## src/rtl/core/s2lab_pkg.sv

```systemverilog
`timescale 1ns / 1ps
// Shared types, constants and elaboration-time functions for the sRGB to CIELAB converter.
// Depends on nothing; every other file of the block but s2lab_cdiv refers to it by scoped names.
package s2lab_pkg;

  localparam int CHANNEL_BITS_DEF  = 8;
  localparam int FRACTION_BITS_DEF = 8;

  localparam int Q_FRAC      = 30;
  localparam int Q_W         = 31;
  localparam int LIN_ENTRIES = 256;

  localparam longint unsigned MX_R = 4124;
  localparam longint unsigned MX_G = 3576;
  localparam longint unsigned MX_B = 1805;
  localparam longint unsigned MY_R = 2126;
  localparam longint unsigned MY_G = 7152;
  localparam longint unsigned MY_B = 722;
  localparam longint unsigned MZ_R = 193;
  localparam longint unsigned MZ_G = 1192;
  localparam longint unsigned MZ_B = 9505;
  localparam longint unsigned X_DEN = 95047;
  localparam longint unsigned Y_DEN = 10000;
  localparam longint unsigned Z_DEN = 108883;

  localparam int PROD_W = 45;
  localparam int XZ_NUM_W = 47;
  localparam int Y_NUM_W  = 44;

  localparam longint unsigned LAB_THRESH = (64'd8856 << Q_FRAC) / 64'd1000000;
  localparam longint unsigned LAB_OFFSET = (64'd16 << Q_FRAC) / 64'd116;
  localparam longint unsigned LIN_GAIN   = 7787;
  localparam longint unsigned LIN_DEN    = 1000;
  localparam int LNUM_W = 37;
  localparam int LQ_W   = 27;

  localparam int RAW_W = 42;

  localparam int CDIV_LAT   = 4;
  localparam int MATRIX_LAT = 2 + CDIV_LAT;
  localparam int LABF_LAT   = 2 * Q_W + 1;
  localparam int OUT_LAT    = 2;

  typedef struct packed {
    logic [7:0] red;
    logic [7:0] green;
    logic [7:0] blue;
  } rgb_t;

  typedef struct packed {
    logic        [14:0] lightness;
    logic signed [15:0] green_red;
    logic signed [15:0] blue_yellow;
  } lab_t;

  typedef logic [LIN_ENTRIES-1:0][Q_W-1:0] lin_table_t;

  function automatic longint unsigned mulq(input longint unsigned a,
                                           input longint unsigned b);
    return (a * b) >> Q_FRAC;
  endfunction

  function automatic longint unsigned pow5q(input longint unsigned r);
    longint unsigned p;
    p = mulq(r, r);
    p = mulq(p, r);
    p = mulq(p, r);
    return mulq(p, r);
  endfunction

  function automatic longint unsigned root5q(input longint unsigned u);
    longint unsigned lo;
    longint unsigned hi;
    longint unsigned mid;
    lo = 0;
    hi = 64'd1 << Q_FRAC;
    while (lo < hi) begin
      mid = lo + ((hi - lo + 1) >> 1);
      if (pow5q(mid) <= u) begin
        lo = mid;
      end else begin
        hi = mid - 1;
      end
    end
    return lo;
  endfunction

  // Restoring long division, used only while the gamma table is built.
  function automatic longint unsigned long_div(input longint unsigned n,
                                               input longint unsigned d);
    longint unsigned q;
    longint unsigned rem;
    q   = 0;
    rem = 0;
    for (int i = 63; i >= 0; i--) begin
      rem = (rem << 1) | ((n >> i) & 64'd1);
      if (rem >= d) begin
        rem = rem - d;
        q   = q | (64'd1 << i);
      end
    end
    return q;
  endfunction

  function automatic longint unsigned linearize(input longint unsigned n, input int cb);
    longint unsigned d;
    longint unsigned t;
    longint unsigned u;
    d = (64'd1 << cb) - 1;
    if (100000 * n <= 4045 * d) begin
      return long_div((n * 100) << Q_FRAC, 1292 * d);
    end
    t = long_div((1000 * n + 55 * d) << Q_FRAC, 1055 * d);
    u = mulq(t, t);
    return mulq(u, root5q(u));
  endfunction

  function automatic lin_table_t build_lin_table(input int cb);
    lin_table_t tbl;
    longint unsigned v;
    for (int i = 0; i < LIN_ENTRIES; i++) begin
      v = linearize(longint'(i), cb);
      tbl[i] = v[Q_W-1:0];
    end
    return tbl;
  endfunction

endpackage

```

## src/rtl/core/s2lab_out.sv

```systemverilog
`timescale 1ns / 1ps
// Forms L, a and b from the companded values, rounds to the output format and saturates.
// Depends on s2lab_pkg; its last register is the output register of the block.
module s2lab_out #(
  parameter int FRACTION_BITS = s2lab_pkg::FRACTION_BITS_DEF
) (
  input  logic                      clk,
  input  logic                      en,
  input  logic [s2lab_pkg::Q_W-1:0] fx,
  input  logic [s2lab_pkg::Q_W-1:0] fy,
  input  logic [s2lab_pkg::Q_W-1:0] fz,
  output s2lab_pkg::lab_t           data
);

  localparam int RW    = s2lab_pkg::RAW_W;
  localparam int SHIFT = s2lab_pkg::Q_FRAC - FRACTION_BITS;
  localparam logic signed [RW-1:0] HALF   = RW'(1) << (SHIFT - 1);
  localparam logic signed [RW-1:0] L_OFS  = RW'(16) << s2lab_pkg::Q_FRAC;
  localparam logic signed [RW-1:0] L_MAX  = RW'(100) << FRACTION_BITS;
  localparam logic signed [RW-1:0] AB_MAX = RW'(32767);
  localparam logic signed [RW-1:0] AB_MIN = -RW'(32768);

  logic signed [RW-1:0] sx, sy, sz;
  logic signed [RW-1:0] l_raw, a_raw, b_raw;
  logic signed [RW-1:0] l_rnd, a_rnd, b_rnd;
  logic signed [RW-1:0] l_sat, a_sat, b_sat;

  assign sx = $signed(RW'(fx));
  assign sy = $signed(RW'(fy));
  assign sz = $signed(RW'(fz));

  always_ff @(posedge clk) begin
    if (en) begin
      l_raw <= RW'(116) * sy - L_OFS;
      a_raw <= RW'(500) * (sx - sy);
      b_raw <= RW'(200) * (sy - sz);
    end
  end

  assign l_rnd = (l_raw + HALF) >>> SHIFT;
  assign a_rnd = (a_raw + HALF) >>> SHIFT;
  assign b_rnd = (b_raw + HALF) >>> SHIFT;

  always_comb begin
    l_sat = l_rnd;
    if (l_rnd < 0) begin
      l_sat = '0;
    end else if (l_rnd > L_MAX) begin
      l_sat = L_MAX;
    end
    a_sat = a_rnd;
    if (a_rnd < AB_MIN) begin
      a_sat = AB_MIN;
    end else if (a_rnd > AB_MAX) begin
      a_sat = AB_MAX;
    end
    b_sat = b_rnd;
    if (b_rnd < AB_MIN) begin
      b_sat = AB_MIN;
    end else if (b_rnd > AB_MAX) begin
      b_sat = AB_MAX;
    end
  end

  always_ff @(posedge clk) begin
    if (en) begin
      data.lightness   <= l_sat[14:0];
      data.green_red   <= a_sat[15:0];
      data.blue_yellow <= b_sat[15:0];
    end
  end

endmodule

```

## config.mk

```make
export PLATFORM = sky130hd
export DESIGN_NAME = s2lab_out
export DESIGN_NICKNAME = d
export VERILOG_FILES = /design/src/rtl/core/s2lab_pkg.sv /design/src/rtl/core/s2lab_out.sv
export SDC_FILE = /design/constraint.sdc
export NUM_CORES = 1
export LEC_CHECK = 0
export ABC_AREA = 0
export BUFFER_PORTS_ARGS = -buffer_cell sky130_fd_sc_hd__buf_4
export CAP_MARGIN = 20
export CORE_MARGIN = 4
export CORE_UTILIZATION = 50
export DETAILED_ROUTE_END_ITERATION = 8
export GPL_ROUTABILITY_DRIVEN = 0
export PLACE_DENSITY_LB_ADDON = 0.1
export SETUP_SLACK_MARGIN = 0.4
export SLEW_MARGIN = 40
export SYNTH_ARGS = -nofsm -noshare
export SYNTH_HDL_FRONTEND = slang
export SYNTH_SLANG_ARGS = --single-unit
```

## constraint.sdc

```tcl
create_clock -name clk -period 11.5 [get_ports clk]
set_clock_uncertainty 0.2 [all_clocks]
set_input_delay 0.575 -clock clk [delete_from_list [all_inputs] [get_ports clk]]
set_output_delay 0.575 -clock clk [all_outputs]
set_load 0.1 [all_outputs]
```

=== Word level (Yosys, flattened, before mapping) ===
Index checks and enable logic that the tools add are counted.

* Bits in registers: 168
* Bits in latches: 0
* Memory bits (writable): 0
* ROM bits: 0
* Input port bits: 95
* Output and inout port bits: 47
* Logic and storage cells: 26
* Memories: 0

* $add $sub $neg: 6
* Multiply operators: 3
* Divide/modulo/power cells: 0
* Magnitude comparators: 6
* Equal/unequal tests: 0
* Shift operators: 0
* Muxes and demuxes: 3
* Bitwise logic cells: 0
* Reduce and logical (&&, ||, !) cells: 1

{| class="wikitable"
|+ Operators by type and width
! operator !! number
|-
| $add A42 B23 Y42 const B || 3
|-
| $sub A31 B31 Y32 || 2
|-
| $gt A20 B16 Y1 const B || 3
|-
| $lt A20 B16 Y1 const B || 2
|-
| $mul A8 B32 Y40 const A || 1
|-
| $sub A38 B35 Y39 const B || 1
|-
| $mul A6 B32 Y38 const A || 1
|-
| $mul A5 B31 Y36 const A || 1
|-
| $mux W16 || 2
|-
| $lt A20 B1 Y1 const B || 1
|-
| $mux W15 || 1
|-
| $reduce_or A2 Y1 || 1
|}

=== Logic depth before layout (Yosys ltp) ===
* Depth after elaboration: 3
* Mapped depth: 31
* Mapped depth without buffers: 31

=== Worst setup path before layout ===
Ideal clock, no wire load.

* Path type: input to register
* Start point: in fx[0] in the netlist's numbering
* End point: reg a_raw[41], data pin
* Library setup time: 276 ps
* Data arrival time: 7066 ps
* Data required time: 11024 ps
* Setup slack: 3958 ps
* Stages: 30
* Path buffers: 0
* Cells stage by stage: inv_1 ha_1 inv_1 fa_1 a211oi_2 o21bai_1 a31o_1 o311a_4 o311ai_4 a21oi_1 a21o_1 a21o_1 xor2_1 ha_1 xnor3_1 fa_1 inv_1 fa_1 inv_1 fa_1 inv_1 ha_1 and2_1 and3_1 o21ai_0 a21oi_1 o2111ai_1 a31oi_1 a21oi_1 xnor2_1

* Word-level cells in the longest chain between the ends: 2

{| class="wikitable"
|+ RTL lines
! element !! line !! source
|-
| from (decl) || s2lab_out.sv:9 || <nowiki>input logic [s2lab_pkg::Q_W-1:0] fx,</nowiki>
|-
| $sub A31 B31 Y32 || s2lab_out.sv:35 || <nowiki>a_raw <= RW'(500) * (sx - sy);</nowiki>
|-
| $mul A8 B32 Y40 || s2lab_out.sv:35 ||
|-
| to (signal assigned) || s2lab_out.sv:35 ||
|-
| to (decl) || s2lab_out.sv:24 || <nowiki>logic signed [RW-1:0] l_raw, a_raw, b_raw;</nowiki>
|}

No other way between the ends.
A chain may end at the register's enable or synchronous reset.

=== Worst setup path after layout ===
Same ends and word-level chain as after synthesis.

==> results by group <==
Status
  – Status: finished, final reports clean

Clock network
  – CTS Buffer Depth: 2
  – Num CTS Buffers: 9
  – Clock transition at path regs: 70 ps
  – CTS root buf: clkbuf_16
  – TritonCTS clock tree: done
  – CTS H-Tree Depth: 3
  – Post-cts sizing count: 0
  – Cts hold-fix bufs: 0
  – CTS Sinks: between 100 and 150
  – Post-CTS Setup Bufs: 0
  – Skew-Pair Late Insertion Delay: around 380 ps

Setup path
  – Worst r2r src: l_raw[21]
  – Reg-to-reg slack, setup: ~8300 ps
  – Worst Path Required: ~11,000 ps
  – Worst setup SP type: primary input
  – CP max stage cell: fa_1
  – Critical path peak fanout: 5
  – Crit-path max cell delay: roughly 530 ps
  – Critical setup path kind: primary input to flip-flop
  – Reg2reg path depth: 10
  – RR Endpoint: data[39]
  – Critical Path Most Common Cell: inv_1
  – CP Capture Type: flip-flop
  – WP data arrival: a little under 8000 ps

Synthesis
  – EDFF count, synth: ~110
  – Netlist Area Pre-Place: 19,200 sq um
  – Synth Instances: between 2,000 and 2,500
  – Synth area leader: ha_1
  – Flops & latches, synth: around 110
  – Syn Area/Cell: between 9 and 10 sq um
  – Post-synth top area share: 21.1%
  – Library cells used by synthesis: 82
  – Async set-reset flop share out of synthesis: 0%
  – Register area share after synthesis: roughly 17%
  – Largest cells by area after synthesis: ha_1 21%, fa_1 21%, edfxtp_1 17%, inv_1 9.6%, xnor2_1 4.3%
  – Ys flop type: edfxtp_1
  – Synth warn: 0

Drt
  – DR pass1 iterations: 7
  – Routed WL: 39.5 mm
  – DRC: 0
  – Number of DRC markers in iteration 0: between 600 and 700
  – Routed Antenna Nets: 0
  – Vias: roughly 14,000
  – Vias per cell: 5.19
  – Wire per inst: ~14 um

Floorplan
  – Die width: 204 um
  – Die area: around 42,000 sq um
  – IO Count: ~140
  – Row count: between 70 and 80
  – Chip height: between 200 and 250 um
  – Starting Density: 50.8%
  – Core area: ~38,000 sq um

Final layout
  – P&R area growth vs syn: 10.4%
  – Final net count: between 2,000 and 3,000
  – Leading cell type in the layout, fill and taps excluded: inv_1
  – Layout cells sized above 1: approximately 8.6%
  – Antenna cells: 0
  – Commonest cells after routing, fill and taps aside: 491 x inv_1, 324 x ha_1, 199 x fa_1, 141 x buf_4, 131 x a21oi_1

Global route
  – Total grt overflow: 0
  – Largest net degree at the start of global routing: between 60 and 70
  – First-pass GRT wire length: about 68 mm
  – Tot GR Track Use: approximately a fifth
  – Initial antenna violation count: 0
  – Vias in the first global route: between 10,000 and 15,000

Timing
  – Slew margin rel.: 50.7%
  – Final Hold Fails: 0
  – Min Clock Period, post-route: just under 8000 ps
  – Fmax: 127 MHz
  – Final setup violation count: 0
  – Period utilization: about 70%
  – Worst slew pin tran: between 700 and 800 ps
  – RSZ-0062 raised after global routing: false
  – Setup_tns: 0 ps
  – Fin. max-slew vios: 0

Placement
  – Hpwl dp: approximately 34 mm
  – Port buffer count: 141

Run
  – Max Cap Viol: 0

Hold path
  – Hold depth: 2
  – Hold path endpoint: data[31]
  – HP Start: a_raw[41]
  – Type of the worst min-delay path: flip-flop to flip-flop
synth_stat cells (9+ instances only):
cell	number
nand4_1	21
xnor2_1	94
edfxtp_1	106
nand2b_1	17
a21oi_1	133
o21ai_0	61
nand2_1	93
nand3_1	49
a31oi_1	10
and4_1	10
nor2b_1	19
and2_1	13
inv_1	491
a21o_1	57
o21a_1	19
and3_1	21
nor2_1	90
ha_1	324
o21bai_1	9
xor2_1	75
fa_1	199
nor3_1	18
o21ai_1	10
sequential cells by signal, indices dropped and copies added (netlist names):
register / cells
l_raw: 18
b_raw: 20
a_raw: 21
data: 47
worst max-delay path: cells and delay by family:
family,cells,cell delay [ps]
AOI/OAI and AO/OA,13,2830
and+or+nand+nor,2,310
xor gates and xnor gates,3,880
adders and majority gates,7,2840
buffers and inverters,6,370
per-layer routing:
metal  GRT usage [%]  share of wire [%]
met1            27.1                 46
met2            34.1                 49
met3            2.44                3.6
met4            4.36                1.4
met5               0                  0
stage by stage:
| step | cell area, sq um | instances | setup slack (ps) | hold WS [ps] | util (%) |
|---|---|---|---|---|---|
| 3_3_place_gp | 20800 | 2716 | 3360 | 387 | 55.2 |
| 5_1_grt | 21200 | 2732 | 3080 | 462 | 56.1 |
| 2_1_floorplan | 19200 | 2074 | 3960 | 347 | - |
| 3_5_place_dp | 20900 | 2717 | 3220 | 411 | 55.3 |
| 6_report | 21200 | 2732 | 3610 | 432 | 56.1 |
| 4_1_cts | 21100 | 2732 | 3600 | 428 | 56.0 |
cell families (layout without fill, tap and decap cells):
kind of cell / count (synthesis) / count (layout) / share of synthesized area [%]
adders and majority gates: 523 / 523 / 41.9
buffers and inverters: 502 / 649 / 9.84
AOI/OAI and AO/OA: 386 / 386 / 13.2
and+or+nand+nor: 374 / 374 / 9.67
xor gates and xnor gates: 177 / 177 / 8.55
DFF: 106 / 106 / 16.6
muxes: 4 / 4 / 0.215
other: 1 / 2 / 0.0196
area by class of cell:
cell class | instances | area [sq um]
Timing Repair Buffer | 143 | 1070
Inverter | 491 | 1840
Multi-Input combinational cell | 1466 | 14200
Tap cell | 511 | 639
Clock inverter | 6 | 48.8
Clock buffer | 9 | 225
Fill cell | 3453 | 16600
Sequential cell | 106 | 3180
worst max path at each step:
stage | startpoint | to | slack [ps] | depth (start not counted)
2_1_floorplan | fx[0] | a_raw[41] | 3960 | 30
3_3_place_gp | fx[0] | a_raw[41] | 3360 | 29
3_5_place_dp | fx[0] | a_raw[41] | 3220 | 31
4_1_cts | fx[0] | a_raw[41] | 3600 | 31
5_1_grt | fx[0] | a_raw[41] | 3080 | 31
6_report | fx[0] | a_raw[41] | 3610 | 31
Power is not shown: default switching activity piles up to over one toggle a cycle in this logic, so the estimate is an artifact.
